File: config.mk
export PLATFORM = sky130hd
export DESIGN_NAME = sell_slice_set_builder_unit
export DESIGN_NICKNAME = d
export VERILOG_FILES = /design/src/design/sssb_pkg.sv /design/src/design/sssb_front.sv /design/src/design/sssb_queue.sv /design/src/design/sssb_back.sv /design/src/design/sell_slice_set_builder_unit.sv
export VERILOG_INCLUDE_DIRS = /design/src /design/src/design
export SDC_FILE = /design/constraint.sdc
export NUM_CORES = 1
export LEC_CHECK = 0
export BUFFER_PORTS_ARGS = -buffer_cell sky130_fd_sc_hd__buf_2
export CORE_MARGIN = 1.5
export CORE_UTILIZATION = 50
export DETAILED_ROUTE_END_ITERATION = 8
export GPL_ROUTABILITY_DRIVEN = 0
export PLACE_DENSITY = 0.83
export SYNTH_ARGS = -nofsm -noshare
export SYNTH_HDL_FRONTEND = slang
export SYNTH_SLANG_ARGS = --single-unit
File: constraint.sdc
create_clock -name clk -period 3.8 [get_ports clk]
set_clock_uncertainty 0.15 [all_clocks]
set_input_delay 0.19 -clock clk [delete_from_list [all_inputs] [get_ports clk]]
set_output_delay 0.19 -clock clk [all_outputs]
set_load 0.005 [all_outputs]
File: src/design/assert_macros.svh
// ----------------------------------------------------------------------------
// Assertion macros for the slice set builder
// Clocked property checks on clk, quiet while rst_n is low.
// ----------------------------------------------------------------------------
`ifndef ASSERT_MACROS_SVH
`define ASSERT_MACROS_SVH

`ifndef SYNTHESIS
// Check that a property holds at every clock edge out of reset
`define ASSERT_HOLDS(name, prop, msg) \
    name: assert property (@(posedge clk) disable iff (!rst_n) (prop)) else $error(msg);
// Check that a condition never comes true out of reset
`define ASSERT_NEVER(name, cond, msg) \
    name: assert property (@(posedge clk) disable iff (!rst_n) !(cond)) else $error(msg);
`else
`define ASSERT_HOLDS(name, prop, msg)
`define ASSERT_NEVER(name, cond, msg)
`endif

`endif

File: src/design/sssb_pkg.sv
// ----------------------------------------------------------------------------
// sssb_pkg
// Shared constants of the sliced ELLPACK slice set builder.
// ----------------------------------------------------------------------------
`default_nettype none

package sssb_pkg;

    // Field widths
    localparam int ELEM_W = 64;
    localparam int CFG_W  = 9;
    localparam int NUM_W  = 16;
    localparam int LEN_W  = 13;
    localparam int OFS_W  = 32;

    // Configuration port
    localparam int CFG_IDX_W = 1;
    localparam logic [CFG_IDX_W-1:0] REG_SLICE_ROWS   = 1'b0;
    localparam logic [CFG_IDX_W-1:0] REG_ROUND_STRIDE = 1'b1;
    localparam logic [CFG_W-1:0] SLICE_ROWS_RESET   = 9'd64;
    localparam logic [CFG_W-1:0] ROUND_STRIDE_RESET = 9'd1;

    // Largest stride honored
    localparam int STRIDE_MAX = 256;

    // Defaults of the top level parameters
    localparam int DEF_MAX_COLUMNS    = 4096;
    localparam int DEF_MAX_SLICE_ROWS = 256;
    localparam int DEF_ROW_QUEUE_DEPTH = 4;

endpackage

`default_nettype wire

File: src/design/sssb_front.sv
// ----------------------------------------------------------------------------
// sssb_front
// Takes element words, tests each for nonzero and counts per row; pushes one
// row record (count, matrix end) to the row queue at each row end or matrix end.
// ----------------------------------------------------------------------------
`default_nettype none

module sssb_front
    import sssb_pkg::*;
#(
    parameter int MAX_COLUMNS = DEF_MAX_COLUMNS
)
(
    input  wire logic                                clk,
    input  wire logic                                rst_n,
    input  wire logic                                in_valid,
    output logic                                     in_stall,
    input  wire logic [ELEM_W-1:0]                   element_bits,
    input  wire logic                                row_end,
    input  wire logic                                matrix_end,
    input  wire logic                                q_full,
    output logic                                     q_push,
    output logic [$clog2(MAX_COLUMNS+1):0]           q_data
);

    localparam int CNT_W = $clog2(MAX_COLUMNS + 1);

    logic [CNT_W-1:0] cnt_reg;
    logic [CNT_W-1:0] cnt_next;
    logic [CNT_W-1:0] cnt_inc;
    logic             accept;
    logic             nonzero;
    logic             closes_row;

    // Hold input while the queue cannot take a row record
    assign in_stall   = q_full;
    assign accept     = in_valid && !q_full;

    // Sign bit ignored so negative zero counts as zero
    assign nonzero    = |element_bits[ELEM_W-2:0];
    assign closes_row = row_end || matrix_end;

    // Saturating row count including this word
    always_comb
    begin
        cnt_inc = cnt_reg;
        if (nonzero && (cnt_reg < CNT_W'(MAX_COLUMNS)))
        begin
            cnt_inc = cnt_reg + CNT_W'(1);
        end
    end

    // Advance count; drop it at a row end
    always_comb
    begin
        cnt_next = cnt_reg;
        if (accept)
        begin
            cnt_next = closes_row ? '0 : cnt_inc;
        end
    end

    always_ff @(posedge clk or negedge rst_n)
    begin
        if (!rst_n)
        begin
            cnt_reg <= '0;
        end
        else
        begin
            cnt_reg <= cnt_next;
        end
    end

    // Push the finished row
    assign q_push = accept && closes_row;
    assign q_data = {matrix_end, cnt_inc};

endmodule

`default_nettype wire

File: src/design/sssb_queue.sv
// ----------------------------------------------------------------------------
// sssb_queue
// Small FIFO of row records between the front and back parts.
// ----------------------------------------------------------------------------
`default_nettype none

`include "assert_macros.svh"

module sssb_queue
    import sssb_pkg::*;
#(
    parameter int WIDTH = 14,
    parameter int DEPTH = DEF_ROW_QUEUE_DEPTH
)
(
    input  wire logic             clk,
    input  wire logic             rst_n,
    input  wire logic             push,
    input  wire logic [WIDTH-1:0] push_data,
    output logic                  full,
    input  wire logic             pop,
    output logic [WIDTH-1:0]      pop_data,
    output logic                  empty
);

    localparam int PTR_W = $clog2(DEPTH);
    localparam int CNT_W = $clog2(DEPTH + 1);

    logic [WIDTH-1:0] entry_reg [DEPTH];
    logic [PTR_W-1:0] wr_ptr_reg;
    logic [PTR_W-1:0] wr_ptr_next;
    logic [PTR_W-1:0] rd_ptr_reg;
    logic [PTR_W-1:0] rd_ptr_next;
    logic [CNT_W-1:0] count_reg;
    logic [CNT_W-1:0] count_next;

    assign full     = (count_reg == CNT_W'(DEPTH));
    assign empty    = (count_reg == '0);
    assign pop_data = entry_reg[rd_ptr_reg];

    // Advance pointers with wrap at the depth
    always_comb
    begin
        wr_ptr_next = wr_ptr_reg;
        rd_ptr_next = rd_ptr_reg;
        count_next  = count_reg;
        if (push)
        begin
            wr_ptr_next = (wr_ptr_reg == PTR_W'(DEPTH - 1)) ? '0 : wr_ptr_reg + PTR_W'(1);
        end
        if (pop)
        begin
            rd_ptr_next = (rd_ptr_reg == PTR_W'(DEPTH - 1)) ? '0 : rd_ptr_reg + PTR_W'(1);
        end
        if (push && !pop)
        begin
            count_next = count_reg + CNT_W'(1);
        end
        else if (pop && !push)
        begin
            count_next = count_reg - CNT_W'(1);
        end
    end

    always_ff @(posedge clk or negedge rst_n)
    begin
        if (!rst_n)
        begin
            wr_ptr_reg <= '0;
            rd_ptr_reg <= '0;
            count_reg  <= '0;
        end
        else
        begin
            wr_ptr_reg <= wr_ptr_next;
            rd_ptr_reg <= rd_ptr_next;
            count_reg  <= count_next;
        end
    end

    // Store the pushed record
    always_ff @(posedge clk)
    begin
        if (push)
        begin
            entry_reg[wr_ptr_reg] <= push_data;
        end
    end

    `ASSERT_NEVER(a_queue_overflow, push && full && !pop, "row queue overflow")
    `ASSERT_NEVER(a_queue_underflow, pop && empty, "row queue underflow")

endmodule

`default_nettype wire

File: src/design/sssb_back.sv
// ----------------------------------------------------------------------------
// sssb_back
// Pops row records, rounds each count up to the stride with a bit-serial
// remainder unit, tracks the slice peak and emits slice words.
// ----------------------------------------------------------------------------
`default_nettype none

`include "assert_macros.svh"

module sssb_back
    import sssb_pkg::*;
#(
    parameter int MAX_COLUMNS    = DEF_MAX_COLUMNS,
    parameter int MAX_SLICE_ROWS = DEF_MAX_SLICE_ROWS
)
(
    input  wire logic                              clk,
    input  wire logic                              rst_n,
    input  wire logic [CFG_W-1:0]                  slice_rows,
    input  wire logic [CFG_W-1:0]                  round_stride,
    input  wire logic                              q_empty,
    input  wire logic [$clog2(MAX_COLUMNS+1):0]    q_data,
    output logic                                   q_pop,
    output logic                                   out_valid,
    input  wire logic                              out_stall,
    output logic [NUM_W-1:0]                       slice_number,
    output logic [LEN_W-1:0]                       slice_length,
    output logic [OFS_W-1:0]                       slice_start,
    output logic [OFS_W-1:0]                       slice_end,
    output logic                                   last_slice
);

    localparam int CNT_W  = $clog2(MAX_COLUMNS + 1);
    localparam int BIT_W  = (CNT_W > 1) ? $clog2(CNT_W) : 1;
    localparam int RND_W  = ((CNT_W > 8) ? CNT_W : 8) + 1;
    localparam int PK_W   = (RND_W > LEN_W) ? RND_W : LEN_W;
    localparam int SR_MAX = (MAX_SLICE_ROWS < 511) ? MAX_SLICE_ROWS : 511;
    localparam int RW     = $clog2(SR_MAX + 1);
    localparam int REM_W  = 8;

    typedef enum logic [4:0] {
        ST_IDLE  = 5'b00001,
        ST_DIV   = 5'b00010,
        ST_ROUND = 5'b00100,
        ST_ACCUM = 5'b01000,
        ST_EMIT  = 5'b10000
    } back_state_t;

    back_state_t      state_reg;
    back_state_t      state_next;

    logic [CNT_W-1:0] n_reg;
    logic [CNT_W-1:0] n_next;
    logic             mat_reg;
    logic             mat_next;
    logic [BIT_W-1:0] bit_reg;
    logic [BIT_W-1:0] bit_next;
    logic [REM_W-1:0] rem_reg;
    logic [REM_W-1:0] rem_next;
    logic [RND_W-1:0] rounded_reg;
    logic [RND_W-1:0] rounded_next;

    logic [PK_W-1:0]  peak_reg;
    logic [PK_W-1:0]  peak_next;
    logic [RW-1:0]    rows_reg;
    logic [RW-1:0]    rows_next;
    logic [OFS_W-1:0] offset_reg;
    logic [OFS_W-1:0] offset_next;
    logic [NUM_W-1:0] counter_reg;
    logic [NUM_W-1:0] counter_next;

    logic             out_valid_reg;
    logic             out_valid_next;
    logic [NUM_W-1:0] number_reg;
    logic [LEN_W-1:0] length_reg;
    logic [OFS_W-1:0] start_reg;
    logic [OFS_W-1:0] end_reg;
    logic             last_reg;

    logic [CFG_W-1:0] stride_eff;
    logic [RW-1:0]    size_eff;
    logic [REM_W:0]   rem_shift;
    logic [PK_W-1:0]  peak_max;
    logic [RW-1:0]    rows_inc;
    logic [OFS_W:0]   end_sum;
    logic [OFS_W-1:0] end_sat;
    logic [LEN_W-1:0] len_val;
    logic             out_load;

    // Clamp configuration to the supported ranges
    always_comb
    begin
        if (round_stride == '0)
        begin
            stride_eff = CFG_W'(1);
        end
        else if (32'(round_stride) > STRIDE_MAX)
        begin
            stride_eff = CFG_W'(STRIDE_MAX);
        end
        else
        begin
            stride_eff = round_stride;
        end

        if (slice_rows == '0)
        begin
            size_eff = RW'(1);
        end
        else if (32'(slice_rows) > MAX_SLICE_ROWS)
        begin
            size_eff = RW'(MAX_SLICE_ROWS);
        end
        else
        begin
            size_eff = RW'(slice_rows);
        end
    end

    // One remainder bit per cycle, restoring form
    assign rem_shift = {rem_reg, n_reg[bit_reg]};

    // Slice peak, row count and saturating end offset
    assign peak_max = (PK_W'(rounded_reg) > peak_reg) ? PK_W'(rounded_reg) : peak_reg;
    assign rows_inc = rows_reg + RW'(1);
    assign len_val  = peak_reg[LEN_W-1:0];
    assign end_sum  = {1'b0, offset_reg} + (OFS_W + 1)'(len_val);
    assign end_sat  = end_sum[OFS_W] ? {OFS_W{1'b1}} : end_sum[OFS_W-1:0];

    // Load the output register when it is empty or being taken
    assign out_load = (state_reg == ST_EMIT) && (!out_valid_reg || !out_stall);
    assign q_pop    = (state_reg == ST_IDLE) && !q_empty;

    always_comb
    begin
        state_next   = state_reg;
        n_next       = n_reg;
        mat_next     = mat_reg;
        bit_next     = bit_reg;
        rem_next     = rem_reg;
        rounded_next = rounded_reg;
        peak_next    = peak_reg;
        rows_next    = rows_reg;
        offset_next  = offset_reg;
        counter_next = counter_reg;

        case (state_reg)
            ST_IDLE:
            begin
                // Take the next row record
                if (!q_empty)
                begin
                    n_next     = q_data[CNT_W-1:0];
                    mat_next   = q_data[CNT_W];
                    bit_next   = BIT_W'(CNT_W - 1);
                    rem_next   = '0;
                    state_next = ST_DIV;
                end
            end
            ST_DIV:
            begin
                if (rem_shift >= (REM_W + 1)'(stride_eff))
                begin
                    rem_next = REM_W'(rem_shift - (REM_W + 1)'(stride_eff));
                end
                else
                begin
                    rem_next = rem_shift[REM_W-1:0];
                end
                if (bit_reg == '0)
                begin
                    state_next = ST_ROUND;
                end
                else
                begin
                    bit_next = bit_reg - BIT_W'(1);
                end
            end
            ST_ROUND:
            begin
                // Round up to the next multiple of the stride
                if (rem_reg == '0)
                begin
                    rounded_next = RND_W'(n_reg);
                end
                else
                begin
                    rounded_next = RND_W'(n_reg) + RND_W'(stride_eff) - RND_W'(rem_reg);
                end
                state_next = ST_ACCUM;
            end
            ST_ACCUM:
            begin
                peak_next = peak_max;
                if ((rows_inc >= size_eff) || mat_reg)
                begin
                    state_next = ST_EMIT;
                end
                else
                begin
                    rows_next  = rows_inc;
                    state_next = ST_IDLE;
                end
            end
            ST_EMIT:
            begin
                // Close the slice; clear everything at the matrix end
                if (out_load)
                begin
                    peak_next  = '0;
                    rows_next  = '0;
                    state_next = ST_IDLE;
                    if (mat_reg)
                    begin
                        offset_next  = '0;
                        counter_next = '0;
                    end
                    else
                    begin
                        offset_next  = end_sat;
                        counter_next = counter_reg + NUM_W'(1);
                    end
                end
            end
            default:
            begin
                state_next = ST_IDLE;
            end
        endcase
    end

    // Hold the output word until taken
    always_comb
    begin
        out_valid_next = out_valid_reg;
        if (out_load)
        begin
            out_valid_next = 1'b1;
        end
        else if (!out_stall)
        begin
            out_valid_next = 1'b0;
        end
    end

    always_ff @(posedge clk or negedge rst_n)
    begin
        if (!rst_n)
        begin
            state_reg     <= ST_IDLE;
            peak_reg      <= '0;
            rows_reg      <= '0;
            offset_reg    <= '0;
            counter_reg   <= '0;
            out_valid_reg <= 1'b0;
        end
        else
        begin
            state_reg     <= state_next;
            peak_reg      <= peak_next;
            rows_reg      <= rows_next;
            offset_reg    <= offset_next;
            counter_reg   <= counter_next;
            out_valid_reg <= out_valid_next;
        end
    end

    // Working and output payload
    always_ff @(posedge clk)
    begin
        n_reg       <= n_next;
        mat_reg     <= mat_next;
        bit_reg     <= bit_next;
        rem_reg     <= rem_next;
        rounded_reg <= rounded_next;
        if (out_load)
        begin
            number_reg <= counter_reg;
            length_reg <= len_val;
            start_reg  <= offset_reg;
            end_reg    <= end_sat;
            last_reg   <= mat_reg;
        end
    end

    assign out_valid    = out_valid_reg;
    assign slice_number = number_reg;
    assign slice_length = length_reg;
    assign slice_start  = start_reg;
    assign slice_end    = end_reg;
    assign last_slice   = last_reg;

    `ASSERT_HOLDS(a_rem_below_stride, (state_reg == ST_ROUND) |-> (rem_reg < REM_W'(stride_eff - 9'd1) + 9'd1), "remainder not below stride")
    `ASSERT_HOLDS(a_matrix_end_clears, (out_load && mat_reg) |=> (offset_reg == '0 && counter_reg == '0 && rows_reg == '0), "state not cleared after matrix end")

endmodule

`default_nettype wire

File: src/design/sell_slice_set_builder_unit.sv
// ----------------------------------------------------------------------------
// sell_slice_set_builder_unit
// Builds sliced ELLPACK slice lengths and offsets from a dense matrix stream.
// ----------------------------------------------------------------------------
//  channel  direction  handshake             payload
//  in       input      in_valid / in_stall   element_bits, row_end, matrix_end
//  out      output     out_valid / out_stall slice_number, slice_length,
//                                            slice_start, slice_end, last_slice
//  cfg      input      cfg_write             cfg_index, cfg_data
//
//  The front takes one element word per cycle; in_stall rises only while the
//  row queue (ROW_QUEUE_DEPTH records) is full.
//  The back works each row record through the bit-serial stride remainder,
//  rounding and accumulation before it pops the next record, and closes each
//  slice in a separate emit state.
//  A stalled output word holds in its register while the back keeps rounding.
//  Reset clears all counters; the slice row count resets to 64, the stride to 1.
// ----------------------------------------------------------------------------
`default_nettype none

module sell_slice_set_builder_unit
    import sssb_pkg::*;
#(
    parameter int MAX_COLUMNS     = DEF_MAX_COLUMNS,
    parameter int MAX_SLICE_ROWS  = DEF_MAX_SLICE_ROWS,
    parameter int ROW_QUEUE_DEPTH = DEF_ROW_QUEUE_DEPTH
)
(
    input  wire logic                 clk,
    input  wire logic                 rst_n,
    input  wire logic                 cfg_write,
    input  wire logic [CFG_IDX_W-1:0] cfg_index,
    input  wire logic [CFG_W-1:0]     cfg_data,
    input  wire logic                 in_valid,
    output logic                      in_stall,
    input  wire logic [ELEM_W-1:0]    element_bits,
    input  wire logic                 row_end,
    input  wire logic                 matrix_end,
    output logic                      out_valid,
    input  wire logic                 out_stall,
    output logic [NUM_W-1:0]          slice_number,
    output logic [LEN_W-1:0]          slice_length,
    output logic [OFS_W-1:0]          slice_start,
    output logic [OFS_W-1:0]          slice_end,
    output logic                      last_slice
);

    localparam int REC_W = $clog2(MAX_COLUMNS + 1) + 1;

    logic [CFG_W-1:0] slice_rows_reg;
    logic [CFG_W-1:0] slice_rows_next;
    logic [CFG_W-1:0] stride_reg;
    logic [CFG_W-1:0] stride_next;

    logic             q_push;
    logic [REC_W-1:0] q_push_data;
    logic             q_full;
    logic             q_pop;
    logic [REC_W-1:0] q_pop_data;
    logic             q_empty;

    // Decode configuration writes
    always_comb
    begin
        slice_rows_next = slice_rows_reg;
        stride_next     = stride_reg;
        if (cfg_write)
        begin
            case (cfg_index)
                REG_SLICE_ROWS:   slice_rows_next = cfg_data;
                REG_ROUND_STRIDE: stride_next     = cfg_data;
                default:
                begin
                    slice_rows_next = slice_rows_reg;
                end
            endcase
        end
    end

    always_ff @(posedge clk or negedge rst_n)
    begin
        if (!rst_n)
        begin
            slice_rows_reg <= SLICE_ROWS_RESET;
            stride_reg     <= ROUND_STRIDE_RESET;
        end
        else
        begin
            slice_rows_reg <= slice_rows_next;
            stride_reg     <= stride_next;
        end
    end

    sssb_front #(
        .MAX_COLUMNS (MAX_COLUMNS)
    ) u_front (
        .clk          (clk),
        .rst_n        (rst_n),
        .in_valid     (in_valid),
        .in_stall     (in_stall),
        .element_bits (element_bits),
        .row_end      (row_end),
        .matrix_end   (matrix_end),
        .q_full       (q_full),
        .q_push       (q_push),
        .q_data       (q_push_data)
    );

    sssb_queue #(
        .WIDTH (REC_W),
        .DEPTH (ROW_QUEUE_DEPTH)
    ) u_queue (
        .clk       (clk),
        .rst_n     (rst_n),
        .push      (q_push),
        .push_data (q_push_data),
        .full      (q_full),
        .pop       (q_pop),
        .pop_data  (q_pop_data),
        .empty     (q_empty)
    );

    sssb_back #(
        .MAX_COLUMNS    (MAX_COLUMNS),
        .MAX_SLICE_ROWS (MAX_SLICE_ROWS)
    ) u_back (
        .clk           (clk),
        .rst_n         (rst_n),
        .slice_rows    (slice_rows_reg),
        .round_stride  (stride_reg),
        .q_empty       (q_empty),
        .q_data        (q_pop_data),
        .q_pop         (q_pop),
        .out_valid     (out_valid),
        .out_stall     (out_stall),
        .slice_number  (slice_number),
        .slice_length  (slice_length),
        .slice_start   (slice_start),
        .slice_end     (slice_end),
        .last_slice    (last_slice)
    );

endmodule

`default_nettype wire

==> metrics.csv <==
metric,value,unit
run_status,"finished, final reports clean",
worst-path-buf-inv,1,
seq_area,8590,µm²
num_rows,63,
cts_sinks,305,
ys.flop_type,edfxtp_1,
synth_top_family_by_area,simple AND/OR/NAND/NOR gates,
grt_pass1_vias,11056,
start_util,0.509,
synth_xor_xnor_area_share,0.0317,
cts-buffers-inserted,30,
cpPeakStageDelay,510,ps
multi_input_area,6120,µm²
syn-num-nets,1424,
drive_gt1_frac,0.220,
io_buffers,175,
hpwl,23700,µm
leakage,7.81,nW
syn_to_final_growth,16.9,%
synth_seq_cells,305,
arrival,3860,ps
utilization,0.596,
hold_violations,0,
slowest_stage,mux4_2,
dr.pass1.iters,5,
via_count,10947,
cp_cell_sequence,inv_2 > mux4_2 > mux4_2 > ha_1 > nor2b_1 > o21a_1 > o21ai_0 > a21oi_2 > o2111ai_2 > a211o_1 > a21oi_1,
fp.dieW,177,µm
synth_compound_area_frac,0.116,
synth_cells,1262,
via_per_inst,5.82,
layout_min_cycle_time,3610,ps
max_slew.worst_pin.slew,1250,ps
antenna_found_initial,0,
critPathLaunchType,register,
cpMostUsedCell,mux4_2,
grt-ovfl-total,0,
dp_slack,82.0,ps
wl,34000,µm
dr.first_iter.drc_count,1044,
io_pins,177,
drv_cap,0,
netlist_area,15200,µm²
syn_area_per_cell,12.0,µm²
power_density,604,nW/µm²
setup_ws,187,ps
cts.reportedPaths.clkPinSlew,70,ps
grt_usage,0.217,
synth_most_common_cell,edfxtp_1,
fin_crit_sh,0.951,
crit_fanout,9,
ys_types,76,
finalSetupViolCount,0,
synthAdderAreaFrac,0.0722,
required,4050,ps
post_drt_wl_per_cell,18.1,µm
h-tree-depth,1,
finalMaxSlewViolations,0,
cts_tree,built,
postRouteAntennaNets,0,
fin_nets,1629,
cts_root_buf,clkbuf_16,
ys_top_cells_by_count,"190 x edfxtp_1, 112 x dfrtp_1, 106 x nand2_1",
relSlewSlack,0.157,
muxShareOfSynthArea,0.0551,
nFillCells,2294,
critPathKind,register to register,
crit_family,compound AO/OA/AOI/OAI gates,
drc_errors,0,
die-area,31400,µm²
synth_top_area_frac,0.376,
end_kind,register,
ys_seq_area_frac,0.566,
yosysWarnings,0,
die_h,177,µm
clock_latency,570,ps
yosys.area_share.simple,0.127,
vdd_drop_max,484,µV
grt_pass1_wl,54600,µm
coreArea,29800,µm²
largest_reg_flops,56,
clockBufferDepth,3,
async_reset_ff_frac,0.377,
diodes,0,
synthTopCellsByArea,"edfxtp_1 38%, dfrtp_1 18%, ha_1 5.8%",
yosysTopAreaCell,edfxtp_1,
synth_edf_count,190,
grt_max_degree,56,
clock.fmax,277,MHz
hp-class,primary input to async pin,
## worst paths after layout
| check | slack, ps | endpoint | from | cells after the start |
|---|---|---|---|---|
| max in group asynchronous | 2570 | u_back.state_reg[0]$_DFFE_PN1P_ | rst_n | 3 |
| setup reg to reg | 190 | u_back.rem_reg[5]$_SDFFCE_PN0P_ | u_back.bit_reg[0]$_SDFFCE_PN0P_ | 11 |
| hold / removal | 90 | u_back.counter_reg[6]$_DFFE_PN0P_ | rst_n | 2 |
| min in group clk | 100 | slice_rows_reg[8]$_DFFE_PN0P_ | cfg_write | 4 |
| setup / recovery | 190 | u_back.rem_reg[5]$_SDFFCE_PN0P_ | u_back.bit_reg[0]$_SDFFCE_PN0P_ | 11 |
| hold reg to reg | 330 | u_back.slice_number[15]$_DFFE_PP_ | u_back.counter_reg[15]$_DFFE_PN0P_ | 0 |
## cell usage in the layout (no fill, tap or decap), types with 13 or more instances in the layout
master,instances
a21oi_1,67
nand2b_1,19
dfrtp_1,112
a22o_1,14
mux2_2,32
nand2_1,106
inv_1,74
buf_2,174
clkbuf_16,30
dlygate4sd3_1,15
o21ai_0,64
ha_1,70
a31oi_1,14
edfxtp_1,190
buf_4,24
nand3_1,37
nor4_1,22
mux4_2,18
o21a_1,13
nand4_1,14
nor3_1,30
nor2_1,62
xor2_1,25
xnor2_1,30
a21o_1,21
and3_1,21
## power breakdown
part | switching (W) | internal [W] | leakage [nW]
sequential | 0.000340 | 0.00406 | 3.42
combinational | 0.00185 | 0.00145 | 3.89
clock | 0.00128 | 0.00173 | 0.498
total | 0.00347 | 0.00724 | 7.81
## area by class of cell
| class | count | area share |
|---|---|---|
| inverter | 78 | 0.0166 |
| multi-input combinational | 837 | 0.345 |
| clock inverter | 24 | 0.0144 |
| timing repair buffer | 215 | 0.0699 |
| clock buffer | 32 | 0.0427 |
| sequential | 305 | 0.484 |
| tap | 390 | 0.0275 |
## per-layer routing
metal | global-route usage | vias to the layer above | wire length (µm)
met1 | 0.261 | 5278 | 13400
met4 | 0.0756 | 0 | 1140
li1 | - | 5099 | -
met5 | 0 | - | 0
met3 | 0.0241 | 92 | 1950
met2 | 0.400 | 478 | 17500
## stage by stage
| stage | hold WS, ps | std cells | area [µm²] | total power (W) | TNS (ps) |
|---|---|---|---|---|---|
| final | 89.6 | 1881 | 17700 | 0.0107 | 0 |
| after global routing | 133 | 1881 | 17700 | 0.0113 | -8.23 |
| after CTS | 93.9 | 1879 | 17700 | 0.0107 | 0 |
| after detailed placement | 153 | 1808 | 16600 | 0.00761 | 0 |
| after global placement | 151 | 1808 | 16600 | 0.00745 | 0 |
| after floorplan | -256 | 1262 | 15200 | 0.00680 | 0 |
## cells by family after synthesis
logic type / Yosys count
compound gates: 270
xor+xnor: 55
fa+ha+maj: 81
buf+inv: 120
flops: 305
mux: 57
simple gates: 374
## what timing repair did
action / in CTS / in global routing
gates resized for setup: 0 / 4
hold buffers: 15 / 0
endpoints found under the hold margin: 81 / 0
buffers inserted: 0 / 2
endpoints found under the setup margin: 0 / 8
Note: power is estimated with default switching activity, not from simulation.
